<file path="src/rtl/epoch_seconds_to_calendar_assert.svh">
// Assertion helpers shared by the calendar pipeline.
// ESC_ASSERT_IMP checks the consequent in the same cycle as the antecedent.
// ESC_ASSERT_NXT checks the consequent in the cycle after the antecedent.
`ifndef EPOCH_SECONDS_TO_CALENDAR_ASSERT_SVH
`define EPOCH_SECONDS_TO_CALENDAR_ASSERT_SVH

`define ESC_ASSERT_IMP(label, clk, rst_n, ante, cons, msg) \
  label: assert property (@(posedge clk) disable iff (!rst_n) (ante) |-> (cons)) \
    else $error(msg);

`define ESC_ASSERT_NXT(label, clk, rst_n, ante, cons, msg) \
  label: assert property (@(posedge clk) disable iff (!rst_n) (ante) |=> (cons)) \
    else $error(msg);

`endif

</file>
<file path="src/rtl/esc_pkg.sv">
package esc_pkg;

  typedef struct packed {
    logic vld;
    logic ok;
  } esc_ctl_t;

  // window bounds in Unix seconds
  localparam logic [31:0] WIN_LO = 32'd1735689600;
  localparam logic [31:0] WIN_HI = 32'd2082758400;

  localparam int OFS_W = 29;
  localparam int DAY_W = 12;
  localparam int SOD_W = 17;
  localparam int DOE_W = 14;

  localparam logic [SOD_W-1:0] SECS_PER_DAY  = 17'd86400;
  localparam logic [11:0]      SECS_PER_HOUR = 12'd3600;

  // day 0 of the window is day 9072 of 400-year era 5 (from 2000-03-01)
  localparam logic [DOE_W-1:0] DOE_BIAS  = 14'd9072;
  // weekday offset of the window start, Sunday counted as zero
  localparam logic [DAY_W-1:0] WD_BIAS   = 12'd3;
  localparam logic [10:0]      YEAR_BASE = 11'd2000;

  // ceiling reciprocals, exact over the value ranges they see
  localparam logic [22:0] RECIP_675  = 23'd6362915;   // 2^32 / 675
  localparam logic [13:0] RECIP_1460 = 14'd11492;     // 2^24 / 1460
  localparam logic [13:0] RECIP_7    = 14'd9363;      // 2^16 / 7
  localparam logic [15:0] RECIP_365  = 16'd45965;     // 2^24 / 365
  localparam logic [12:0] RECIP_153  = 13'd6854;      // 2^20 / 153
  localparam logic [20:0] RECIP_3600 = 21'd1193047;   // 2^32 / 3600
  localparam logic [14:0] RECIP_60   = 15'd17477;     // 2^20 / 60

  // first day of each March-based month: (153 * mp + 2) / 5
  function automatic logic [8:0] month_start(logic [3:0] mp);
    logic [8:0] v;
    case (mp)
      4'd0:    v = 9'd0;
      4'd1:    v = 9'd31;
      4'd2:    v = 9'd61;
      4'd3:    v = 9'd92;
      4'd4:    v = 9'd122;
      4'd5:    v = 9'd153;
      4'd6:    v = 9'd184;
      4'd7:    v = 9'd214;
      4'd8:    v = 9'd245;
      4'd9:    v = 9'd275;
      4'd10:   v = 9'd306;
      4'd11:   v = 9'd337;
      default: v = 9'd0;
    endcase
    return v;
  endfunction

endpackage

</file>
<file path="src/rtl/esc_split.sv">
module esc_split (
  input  logic                        clk,
  input  logic                        rst_n,
  input  logic                        in_vld,
  input  logic [31:0]                 in_secs,
  output esc_pkg::esc_ctl_t           ctl_o,
  output logic [esc_pkg::SOD_W-1:0]   sod_o,
  output logic [esc_pkg::DOE_W-1:0]   doe_o,
  output logic [esc_pkg::DAY_W-1:0]   wx_o
);

  esc_pkg::esc_ctl_t ctl1_r, ctl2_r, ctl3_r;
  esc_pkg::esc_ctl_t ctl1_nxt;

  logic [esc_pkg::OFS_W-1:0] ofs1_r, ofs2_r;
  logic [esc_pkg::OFS_W-1:0] ofs1_nxt;
  logic [esc_pkg::DAY_W-1:0] day2_r, day2_nxt;
  logic [44:0]               day_prod;
  logic [esc_pkg::OFS_W-1:0] day_secs;
  logic [esc_pkg::OFS_W-1:0] sod_full;
  logic [esc_pkg::SOD_W-1:0] sod3_r, sod3_nxt;
  logic [esc_pkg::DOE_W-1:0] doe3_r, doe3_nxt;
  logic [esc_pkg::DAY_W-1:0] wx3_r, wx3_nxt;
  logic [31:0]               ofs_full;

  // stage 1: window check and offset from the window start
  always_comb begin
    ctl1_nxt.vld = in_vld;
    ctl1_nxt.ok  = (in_secs >= esc_pkg::WIN_LO) && (in_secs < esc_pkg::WIN_HI);
    ofs_full     = in_secs - esc_pkg::WIN_LO;
    ofs1_nxt     = ofs_full[esc_pkg::OFS_W-1:0];
  end

  // stage 2: whole days, offset / 86400 = (offset >> 7) / 675
  always_comb begin
    day_prod = 45'(ofs1_r[esc_pkg::OFS_W-1:7]) * 45'(esc_pkg::RECIP_675);
    day2_nxt = day_prod[43:32];
  end

  // stage 3: second of day and day-count biases
  always_comb begin
    day_secs = esc_pkg::OFS_W'(day2_r) * esc_pkg::OFS_W'(esc_pkg::SECS_PER_DAY);
    sod_full = ofs2_r - day_secs;
    sod3_nxt = sod_full[esc_pkg::SOD_W-1:0];
    doe3_nxt = esc_pkg::DOE_W'(day2_r) + esc_pkg::DOE_BIAS;
    wx3_nxt  = day2_r + esc_pkg::WD_BIAS;
  end

  always_ff @(posedge clk) begin
    if (!rst_n) begin
      ctl1_r <= '0;
      ctl2_r <= '0;
      ctl3_r <= '0;
    end else begin
      ctl1_r <= ctl1_nxt;
      ctl2_r <= ctl1_r;
      ctl3_r <= ctl2_r;
    end
  end

  always_ff @(posedge clk) begin
    ofs1_r <= ofs1_nxt;
    ofs2_r <= ofs1_r;
    day2_r <= day2_nxt;
    sod3_r <= sod3_nxt;
    doe3_r <= doe3_nxt;
    wx3_r  <= wx3_nxt;
  end

  assign ctl_o = ctl3_r;
  assign sod_o = sod3_r;
  assign doe_o = doe3_r;
  assign wx_o  = wx3_r;

endmodule

</file>
<file path="src/rtl/esc_tod.sv">
module esc_tod (
  input  logic                      clk,
  input  logic [esc_pkg::SOD_W-1:0] sod_i,
  output logic [4:0]                hour_o,
  output logic [5:0]                minute_o,
  output logic [5:0]                second_o
);

  logic [37:0]               hour_prod;
  logic [4:0]                hour1_r, hour2_r, hour3_r, hour4_r, hour5_r, hour6_r;
  logic [4:0]                hour1_nxt;
  logic [esc_pkg::SOD_W-1:0] sod1_r;
  logic [esc_pkg::SOD_W-1:0] hour_secs;
  logic [esc_pkg::SOD_W-1:0] rem_full;
  logic [11:0]               rem2_r, rem3_r;
  logic [11:0]               rem2_nxt;
  logic [26:0]               min_prod;
  logic [5:0]                min3_r, min4_r, min5_r, min6_r;
  logic [5:0]                min3_nxt;
  logic [11:0]               sec_full;
  logic [5:0]                sec4_r, sec5_r, sec6_r;
  logic [5:0]                sec4_nxt;

  always_comb begin
    hour_prod = 38'(sod_i) * 38'(esc_pkg::RECIP_3600);
    hour1_nxt = hour_prod[36:32];
    hour_secs = esc_pkg::SOD_W'(hour1_r) * esc_pkg::SOD_W'(esc_pkg::SECS_PER_HOUR);
    rem_full  = sod1_r - hour_secs;
    rem2_nxt  = rem_full[11:0];
    min_prod  = 27'(rem2_r) * 27'(esc_pkg::RECIP_60);
    min3_nxt  = min_prod[25:20];
    sec_full  = rem3_r - 12'(min3_r) * 12'd60;
    sec4_nxt  = sec_full[5:0];
  end

  // hold results two extra stages to line up with the date path
  always_ff @(posedge clk) begin
    hour1_r <= hour1_nxt;
    sod1_r  <= sod_i;
    hour2_r <= hour1_r;
    rem2_r  <= rem2_nxt;
    hour3_r <= hour2_r;
    rem3_r  <= rem2_r;
    min3_r  <= min3_nxt;
    hour4_r <= hour3_r;
    min4_r  <= min3_r;
    sec4_r  <= sec4_nxt;
    hour5_r <= hour4_r;
    min5_r  <= min4_r;
    sec5_r  <= sec4_r;
    hour6_r <= hour5_r;
    min6_r  <= min5_r;
    sec6_r  <= sec5_r;
  end

  assign hour_o   = hour6_r;
  assign minute_o = min6_r;
  assign second_o = sec6_r;

endmodule

</file>
<file path="src/rtl/esc_date.sv">
`include "epoch_seconds_to_calendar_assert.svh"

module esc_date (
  input  logic                      clk,
  input  logic                      rst_n,
  input  esc_pkg::esc_ctl_t         ctl_i,
  input  logic [esc_pkg::DOE_W-1:0] doe_i,
  input  logic [esc_pkg::DAY_W-1:0] wx_i,
  output esc_pkg::esc_ctl_t         ctl_o,
  output logic [10:0]               year_o,
  output logic [3:0]                month_o,
  output logic [4:0]                day_o,
  output logic [2:0]                weekday_o
);

  esc_pkg::esc_ctl_t ctl1_r, ctl2_r, ctl3_r, ctl4_r, ctl5_r, ctl6_r;

  logic [27:0]               q1_prod;
  logic [25:0]               wq_prod;
  logic [3:0]                q1_r, q1_nxt;
  logic [9:0]                wq_r, wq_nxt;
  logic [esc_pkg::DOE_W-1:0] doe1_r, doe2_r, doe3_r;
  logic [esc_pkg::DAY_W-1:0] wx1_r;
  logic [esc_pkg::DOE_W-1:0] a2_r, a2_nxt;
  logic [esc_pkg::DAY_W-1:0] wrem;
  logic [2:0]                wd2_r, wd3_r, wd4_r, wd5_r, wd6_r;
  logic [2:0]                wd2_nxt;
  logic [29:0]               yoe_prod;
  logic [5:0]                yoe3_r, yoe4_r, yoe5_r;
  logic [5:0]                yoe3_nxt;
  logic [esc_pkg::DOE_W-1:0] doy_full;
  logic [8:0]                doy4_r, doy5_r;
  logic [8:0]                doy4_nxt;
  logic [10:0]               mp_arg;
  logic [23:0]               mp_prod;
  logic [3:0]                mp5_r, mp5_nxt;
  logic [8:0]                day_full;
  logic [3:0]                month_nxt;
  logic [4:0]                day_nxt;
  logic [10:0]               year_nxt;
  logic [10:0]               year6_r;
  logic [3:0]                month6_r;
  logic [4:0]                day6_r;

  always_comb begin
    // stage 1: doe / 1460 and weekday quotient
    q1_prod  = 28'(doe_i) * 28'(esc_pkg::RECIP_1460);
    q1_nxt   = q1_prod[27:24];
    wq_prod  = 26'(wx_i) * 26'(esc_pkg::RECIP_7);
    wq_nxt   = wq_prod[25:16];
    // stage 2: leap correction and weekday remainder
    a2_nxt   = doe1_r - esc_pkg::DOE_W'(q1_r);
    wrem     = wx1_r - esc_pkg::DAY_W'(wq_r) * 12'd7;
    wd2_nxt  = wrem[2:0] + 3'd1;
    // stage 3: year of era
    yoe_prod = 30'(a2_r) * 30'(esc_pkg::RECIP_365);
    yoe3_nxt = yoe_prod[29:24];
    // stage 4: day of March-based year
    doy_full = doe3_r - esc_pkg::DOE_W'(yoe3_r) * 14'd365 - esc_pkg::DOE_W'(yoe3_r >> 2);
    doy4_nxt = doy_full[8:0];
    // stage 5: March-based month
    mp_arg   = (11'(doy4_r) << 2) + 11'(doy4_r) + 11'd2;
    mp_prod  = 24'(mp_arg) * 24'(esc_pkg::RECIP_153);
    mp5_nxt  = mp_prod[23:20];
    // stage 6: civil day, month and year
    day_full  = doy5_r - esc_pkg::month_start(mp5_r) + 9'd1;
    day_nxt   = day_full[4:0];
    month_nxt = (mp5_r < 4'd10) ? (mp5_r + 4'd3) : (mp5_r - 4'd9);
    year_nxt  = esc_pkg::YEAR_BASE + 11'(yoe5_r) + 11'(month_nxt <= 4'd2);
  end

  always_ff @(posedge clk) begin
    if (!rst_n) begin
      ctl1_r <= '0;
      ctl2_r <= '0;
      ctl3_r <= '0;
      ctl4_r <= '0;
      ctl5_r <= '0;
      ctl6_r <= '0;
    end else begin
      ctl1_r <= ctl_i;
      ctl2_r <= ctl1_r;
      ctl3_r <= ctl2_r;
      ctl4_r <= ctl3_r;
      ctl5_r <= ctl4_r;
      ctl6_r <= ctl5_r;
    end
  end

  always_ff @(posedge clk) begin
    q1_r     <= q1_nxt;
    wq_r     <= wq_nxt;
    doe1_r   <= doe_i;
    wx1_r    <= wx_i;
    a2_r     <= a2_nxt;
    doe2_r   <= doe1_r;
    wd2_r    <= wd2_nxt;
    yoe3_r   <= yoe3_nxt;
    doe3_r   <= doe2_r;
    wd3_r    <= wd2_r;
    doy4_r   <= doy4_nxt;
    yoe4_r   <= yoe3_r;
    wd4_r    <= wd3_r;
    mp5_r    <= mp5_nxt;
    doy5_r   <= doy4_r;
    yoe5_r   <= yoe4_r;
    wd5_r    <= wd4_r;
    year6_r  <= year_nxt;
    month6_r <= month_nxt;
    day6_r   <= day_nxt;
    wd6_r    <= wd5_r;
  end

  assign ctl_o     = ctl6_r;
  assign year_o    = year6_r;
  assign month_o   = month6_r;
  assign day_o     = day6_r;
  assign weekday_o = wd6_r;

  `ESC_ASSERT_NXT(a_wd_nonzero, clk, rst_n, ctl1_r.vld && ctl1_r.ok, wd2_r != 3'd0,
                  "weekday remainder out of range")

endmodule

</file>
<file path="src/rtl/epoch_seconds_to_calendar.sv">
// Unix seconds to calendar date and time of day, window 2025 through 2035.
//
// Input channel: drive in_epoch_seconds and raise start; the word is taken at
// a rising edge where start is high and busy is low. busy is high only while
// rst_n is low and up to the edge after it rises, so one word a cycle is taken.
// Result channel: out_strobe marks the single cycle in which a result word is
// on the out_ ports; it is consumed at the edge closing that cycle and the
// receiver has no way to hold it off, so nothing in the pipe ever stalls.
// Path: a word accepted at a rising edge reaches the ports through nine
// register stages: three in the day/second split, six in the date path,
// with the time-of-day path padded to the same depth. Throughput is one
// word per cycle: every stage advances on every edge and none ever waits.
// Out-of-window words give out_valid_res low and every date and time field zero.
// Reset (synchronous, active low) clears all stage valid bits; words in
// flight are dropped and no strobe follows until new words are taken.
`include "epoch_seconds_to_calendar_assert.svh"

module epoch_seconds_to_calendar (
  input  logic        clk,
  input  logic        rst_n,
  input  logic        start,
  output logic        busy,
  input  logic [31:0] in_epoch_seconds,
  output logic        out_strobe,
  output logic        out_valid_res,
  output logic [10:0] out_year,
  output logic [3:0]  out_month,
  output logic [4:0]  out_day_of_month,
  output logic [4:0]  out_hour,
  output logic [5:0]  out_minute,
  output logic [5:0]  out_second,
  output logic [2:0]  out_weekday
);

  logic busy_r, busy_nxt;
  logic take;

  esc_pkg::esc_ctl_t         split_ctl;
  esc_pkg::esc_ctl_t         date_ctl;
  logic [esc_pkg::SOD_W-1:0] sod;
  logic [esc_pkg::DOE_W-1:0] doe;
  logic [esc_pkg::DAY_W-1:0] wx;
  logic [10:0]               year;
  logic [3:0]                month;
  logic [4:0]                day;
  logic [2:0]                weekday;
  logic [4:0]                hour;
  logic [5:0]                minute;
  logic [5:0]                second;

  // hold off input through reset, clearing busy at the first edge after release
  assign busy_nxt = 1'b0;

  always_ff @(posedge clk) begin
    if (!rst_n) begin
      busy_r <= 1'b1;
    end else begin
      busy_r <= busy_nxt;
    end
  end

  assign busy = busy_r;
  assign take = start && !busy_r;

  // stages 1..3: window check, split into days and second of day
  esc_split u_split (
    .clk     (clk),
    .rst_n   (rst_n),
    .in_vld  (take),
    .in_secs (in_epoch_seconds),
    .ctl_o   (split_ctl),
    .sod_o   (sod),
    .doe_o   (doe),
    .wx_o    (wx)
  );

  // stages 4..9: civil date and weekday; carries the valid bits
  esc_date u_date (
    .clk       (clk),
    .rst_n     (rst_n),
    .ctl_i     (split_ctl),
    .doe_i     (doe),
    .wx_i      (wx),
    .ctl_o     (date_ctl),
    .year_o    (year),
    .month_o   (month),
    .day_o     (day),
    .weekday_o (weekday)
  );

  // stages 4..9: hour, minute, second
  esc_tod u_tod (
    .clk      (clk),
    .sod_i    (sod),
    .hour_o   (hour),
    .minute_o (minute),
    .second_o (second)
  );

  // zero every field for words outside the window
  always_comb begin
    out_strobe    = date_ctl.vld;
    out_valid_res = date_ctl.ok;
    if (date_ctl.ok) begin
      out_year         = year;
      out_month        = month;
      out_day_of_month = day;
      out_hour         = hour;
      out_minute       = minute;
      out_second       = second;
      out_weekday      = weekday;
    end else begin
      out_year         = '0;
      out_month        = '0;
      out_day_of_month = '0;
      out_hour         = '0;
      out_minute       = '0;
      out_second       = '0;
      out_weekday      = '0;
    end
  end

  `ESC_ASSERT_IMP(a_date_range, clk, rst_n, out_strobe && out_valid_res,
                  (out_year >= 11'd2025) && (out_year <= 11'd2035) &&
                  (out_month >= 4'd1) && (out_month <= 4'd12) &&
                  (out_day_of_month >= 5'd1) && (out_weekday != 3'd0),
                  "calendar date out of range")
  `ESC_ASSERT_IMP(a_time_range, clk, rst_n, out_strobe && out_valid_res,
                  (out_hour < 5'd24) && (out_minute < 6'd60) && (out_second < 6'd60),
                  "time of day out of range")
  `ESC_ASSERT_IMP(a_feb_len, clk, rst_n,
                  out_strobe && out_valid_res && (out_month == 4'd2),
                  out_day_of_month <= 5'd29, "february day past 29")

endmodule
</file>
<file path="config.mk">
export PLATFORM = sky130hd
export DESIGN_NAME = epoch_seconds_to_calendar
export DESIGN_NICKNAME = d
export VERILOG_FILES = /design/src/rtl/esc_pkg.sv /design/src/rtl/esc_split.sv /design/src/rtl/esc_tod.sv /design/src/rtl/esc_date.sv /design/src/rtl/epoch_seconds_to_calendar.sv
export VERILOG_INCLUDE_DIRS = /design/src /design/src/rtl
export SDC_FILE = /design/constraint.sdc
export NUM_CORES = 2
export LEC_CHECK = 0
export ABC_AREA = 1
export BUFFER_PORTS_ARGS = -buffer_cell sky130_fd_sc_hd__clkbuf_2
export CORE_UTILIZATION = 64
export CTS_CLUSTER_SIZE = 20
export DETAILED_ROUTE_END_ITERATION = 8
export GPL_TIMING_DRIVEN = 1
export PLACE_DENSITY_LB_ADDON = 0.08
export SLEW_MARGIN = 25
export SYNTH_ARGS = -nofsm -noshare
export SYNTH_HDL_FRONTEND = slang
export SYNTH_SLANG_ARGS = --single-unit
</file>
<file path="constraint.sdc">
create_clock -name clk -period 6.45 [get_ports clk]
set_input_delay 0.9675 -clock clk [delete_from_list [all_inputs] [get_ports clk]]
set_output_delay 0.9675 -clock clk [all_outputs]
set_load 0.005 [all_outputs]
</file>
; ---- After elaboration in Yosys (flattened, before gate mapping)
; Memory sizes are Yosys's and may differ from the RTL's. A register that Yosys moved wholly into a read port is not among the register bits.
; Index checks and enable logic that the tools add are counted.
; W data, S select, Z words.
[word_totals]
romBits = 144
mem_count = 1
reg_bits = 356
word_cells = 110
inputBits = 35
output_inout_bits = 43
[mem_list]
columns = memory, words, word_bits, rd, rd_ports_with_merged_regs, wr, line_no
row1 = (name not given), 16, 9, 1, 1, 0, esc_pkg.sv:38  ; case (mp)
[op_classes]
n_lt_le_gt_ge = 4
n_reduce_logical = 3
addsub = 19
n_mul = 12
n_mux = 9
[op_table]
columns = op, n
row1 = $mul A22 B23 Y44 const B, 1
row2 = $mul A17 B21 Y37 const B, 1
row3 = $ge A32 B31 Y1 const B, 1
row4 = $lt A32 B31 Y1 const B, 1
row5 = $mul A14 B16 Y30 const B, 1
row6 = $sub A29 B27 Y29 const B, 1
row7 = $mul A12 B14 Y26 const B, 1
row8 = $mul A12 B15 Y26 const B, 1
row9 = $mul A14 B12 Y26 const B, 1
row10 = $mul A11 B12 Y23 const B, 1
row11 = $sub A17 B17 Y17, 1
row12 = $add A12 B14 Y14 const B, 1
row13 = $sub A14 B4 Y14, 1
row14 = $add A12 B2 Y12 const B, 1
row15 = $mul A12 B10 Y10 const B, 1
row16 = $mux W6, 2
row17 = $sub A12 B12 Y12, 1
row18 = $add A11 B1 Y11, 1
row19 = $add A11 B2 Y11 const B, 1
row20 = $add A11 B9 Y11, 1
row21 = $mux W11, 1
row22 = $mul A10 B3 Y3 const B, 1
row23 = $mux W5, 2
row24 = $mul A6 B9 Y9 const B, 1
row25 = other kinds (19), 21

; ---- Depth between registers and ports, before layout
[depth]
word_depth = 4
ltp_mapped = 34
mapped_depth_nobuf = 34

; ---- Modules after synthesis
; Synthesis repeated with hierarchy kept, for this count alone.
[unflattened]
hier_cells = 4560
hier_area_um2 = 39987.1
[modules_own_cells]
columns = module, n_inst, cells_per_inst, area_each_um2
row1 = esc_date, 1, 1828, 16708.5
row2 = esc_split, 1, 1588, 12983.7
row3 = esc_tod, 1, 1056, 9918.3
row4 = epoch_seconds_to_calendar, 1, 88, 376.6

; ---- Least setup slack after synthesis
; No wires, ideal clock.
[synth_path]
path_type = reg-to-reg
from = reg u_date.doy4_r[0]
to = reg with a tool-made name
t_arrival_ns = 5.544
n_path_buf = 0
stages_incl_launch_ff = 28
slack_ns = 0.850
required_ns = 6.394
setup_ns = 0.056
path_cell_list = dfxtp_1 -> fa_1 -> nand3_1 -> nand3_1 -> nand2_1 -> o311ai_0 -> xor2_1 -> inv_1 -> ha_1 -> ha_1 -> or2_2 -> fa_1 -> inv_1 -> fa_1 -> fa_1 -> inv_1 -> ha_1 -> a21oi_1 -> o21bai_1 -> a211oi_1 -> nand3_1 -> nand2_1 -> inv_1 -> ha_1 -> nand3b_1 -> nand2_1 -> nand2_1 -> inv_1
[synth_lines]
columns = item, line_no
row1 = "start, declared", esc_date.sv:32  ; logic [8:0] doy4_r, doy5_r;
row2 = "start signal, assigned", esc_date.sv:101  ; doy4_r <= doy4_nxt;

==> flow_summary.toml <==
[outcome]
status = "finished clean"

[critical_path]
critPathTopFamily = "adder cells"
max_stage_delay_ps = 550
crit_path_end_kind = "register"
r2r_start = "u_date.doy4_r[0]$_DFF_P_"
critPathKind = "reg -> reg"
crit_buf_inv = 4
path_common_cell = "fa_1"
worstPathMaxFanout = 8
arrival_ps = 6500
slowest_stage = "fa_1"
crit_path_start_kind = "register"
startpoint = "u_date.doy4_r[0]$_DFF_P_"
crit_required_ps = 6930
crit_path_cell_trace = "fa_1 -> nand3_1 -> nand3_1 -> nand2_1 -> o311ai_0 -> xor2_1 -> buf_4 -> ha_1 -> inv_1 -> fa_1 -> fa_1 -> fa_1 -> fa_1 -> inv_1 -> ha_1 -> nand2_1 -> nor4_1 -> nand4_1 -> nand3_1 -> xor2_1 -> ha_1 -> inv_1 -> nor2_1 -> nor2_2"

[place]
dpl.hpwl_um = 71500
gp_congestion = 0.930
io_buffers = 77
dp_cells = 5273

[synth]
ys_warn_count = 0
synth-simple-area-share_pct = 11.8
synth_most_common_cell = "inv_1"
yosysUniqueCellTypes = 46
synthAdderAreaFrac_pct = 51.0
synth-main-ff-cell = "dfxtp_1"
netlist_top_cells_area = "ha_1 28%, fa_1 23%, dfxtp_1 18%"
synth_top_family_by_area = "adder cells"
synth_edf_count = 0
synth_area_per_cell_um2 = 8.89
syn_nets = 5787
synth.top_cell.area_share_pct = 28.2
synthTopCellsByCount = "1098 x inv_1, 887 x ha_1, 621 x nand2_1, 446 x fa_1, 352 x dfxtp_1"
synth-compound-area-share_pct = 5.46
synth_top_cell_by_area = "ha_1"
synthMuxAreaShare_pct = 0
synthesis.area_mm2 = 0.0393
synth-seq-area-share_pct = 17.9
async_reset_ff_share_pct = 0
ys_ff_latch = 352
synthCells = 4419
synth_xor_area_share_pct = 3.29

[clock_tree]
cts.sinks = 352
clkSlewWorstSetupHoldPaths_ps = 60
numCtsBuffers = 40
clockRootBuffer = "clkbuf_16"
ctsHoldBuffers = 0
cts_buffer_depth = 3
h-tree-depth = 2
cts_tree = "yes"
clk_latency_ps = 590

[layout]
final_cells = 5347
diodes = 0
nets = 5902
syn2layout_area_growth_pct = 6.84
drive_gt1_share_pct = 4.03

[timing]
clock_skew_ps = 21.2
max_clock_freq_mhz = 166
relSlewSlack_pct = 42.6
setup_tns_ps = 0
setup_viol = 0
min_period_ps = 6020
max_slew.worst_pin.slew_ps = 860
period_share_pct = 93.3
rsz0062_at_grt = "no"
finalHoldViolCount = 0
slew_viol_final = 0

[global_route]
grt_overflow = 0
grt_pass1_wl_um = 137000
grt_max_degree = 42
grt_pass1_vias = 28600
antenna_found_initial = 0
grt_util_all_layers_pct = 27.3

[die]
die_w_um = 250
dieHeight_um = 250
dieArea_mm2 = 0.0624
rows = 90
start_util_pct = 65.0
core_area_mm2 = 0.0605
ios = 78

[drt]
wl_met1_um = 36100
drc_errors = 0
drt_iter0_drc = 1223
drt_wl_total_um = 82000
viasPerCell = 5.18
top_layer = "met4"
drt-pass1-iter-count = 5
met3WireLength_um = 2650
ant_nets = 0
num_vias = 27700
met2WireLength_um = 41100
wl_per_cell_um = 15.3

[job]
cap_violations = 0

[min_path]
hp-class = "reg -> reg"
holdCritStartpoint = "u_tod.sec5_r[5]$_DFF_P_"
-- worst paths after layout --
path | cells after the start | to | slack, ps
setup / recovery | 24 | register | 430
hold / removal | 0 | u_tod.second_o[5]$_DFF_P_ | 320
setup reg to reg | 24 | register | 430
hold reg to reg | 0 | u_tod.second_o[5]$_DFF_P_ | 320
-- metrics by stage --
| stage | hold slack, ps | util, % | area (um^2) | setup slack, ps |
|---|---|---|---|---|
| floorplan | 310 | - | 39300 | 850 |
| global placement | 310 | 67.2 | 40600 | 393 |
| detailed placement | 312 | 67.2 | 40600 | 289 |
| CTS | 323 | 69.4 | 41900 | 267 |
| global route | 328 | 69.4 | 42000 | 4.29 |
| finish | 323 | 69.4 | 42000 | 430 |
-- cell type report --
type / instances / area (um^2)
clock inverter: 21 / 210
fill: 4968 / 18500
multi-input combinational: 2960 / 28100
tap: 782 / 978
clock buffer: 52 / 1100
sequential: 352 / 7050
timing repair buffer: 81 / 415
inverter: 1099 / 4130
-- state kept, by name (all words and copies together), names as in the netlist, 9 cells and up, named ones only --
name,flops
u_tod.rem2_r,12
u_split.wx_o,12
u_split.day2_r,12
u_split.ofs2_r,17
u_split.doe_o,13
u_date.doe3_r,9
u_date.doe1_r,13
u_split.sod_o,17
u_date.doe2_r,9
u_date.a2_r,14
u_date.doy4_r,9
u_split.ofs1_r,29
u_tod.sod1_r,12
u_date.year_o,11
-- logic make-up after synthesis --
group                      count (synthesis)
xor gates and xnor gates                 146
and+or+nand+nor                         1098
buffers and inverters                   1107
adders and majority gates               1333
DFF                                      352
AOI/OAI and AO/OA                        383
-- cell usage in the layout, fill, tap and decap left out, types with 15 or more instances in the layout --
cell type / synthesis / final
nand3_1: 123 / 123
o21ai_0: 100 / 100
dfxtp_1: 352 / 349
fa_1: 446 / 446
a21o_1: 15 / 15
nand4_1: 47 / 47
clkbuf_16: 0 / 40
clkbuf_2: 1 / 77
nor2_1: 214 / 214
nor3_1: 37 / 37
a21oi_1: 193 / 192
inv_1: 1098 / 1098
nor4_1: 17 / 17
nand2_1: 621 / 621
ha_1: 887 / 887
xnor2_1: 43 / 42
o21bai_1: 19 / 19
xor2_1: 102 / 102
-- routing by layer --
metal / global-route usage, % / vias to the layer above
li1: - / 14100
met1: 34.2 / 13100
met2: 49.6 / 438
met3: 2.72 / 137
met4: 7.57 / 0
met5: 0 / -
-- timing repair --
item,in CTS,in global routing
setup buffers,0,1
endpoints found under the setup margin,0,4
resized for setup,0,5
-- worst reg2reg max path: stages (launching register included) --
cell and delay, ps:
dfxtp_2 370, fa_1 460, nand3_1 100, nand3_1 130, nand2_1 100, o311ai_0 150
xor2_1 230, buf_4 170, ha_1 280, inv_1 90, fa_1 460, fa_1 500
fa_1 520, fa_1 550, inv_1 40, ha_1 310, nand2_1 110, nor4_1 290
nand4_1 110, nand3_1 190, xor2_1 320, ha_1 210, inv_1 50, nor2_1 140
nor2_2 50
Power is not shown: default switching activity piles up to over one toggle a cycle in this logic, so the estimate is an artifact.
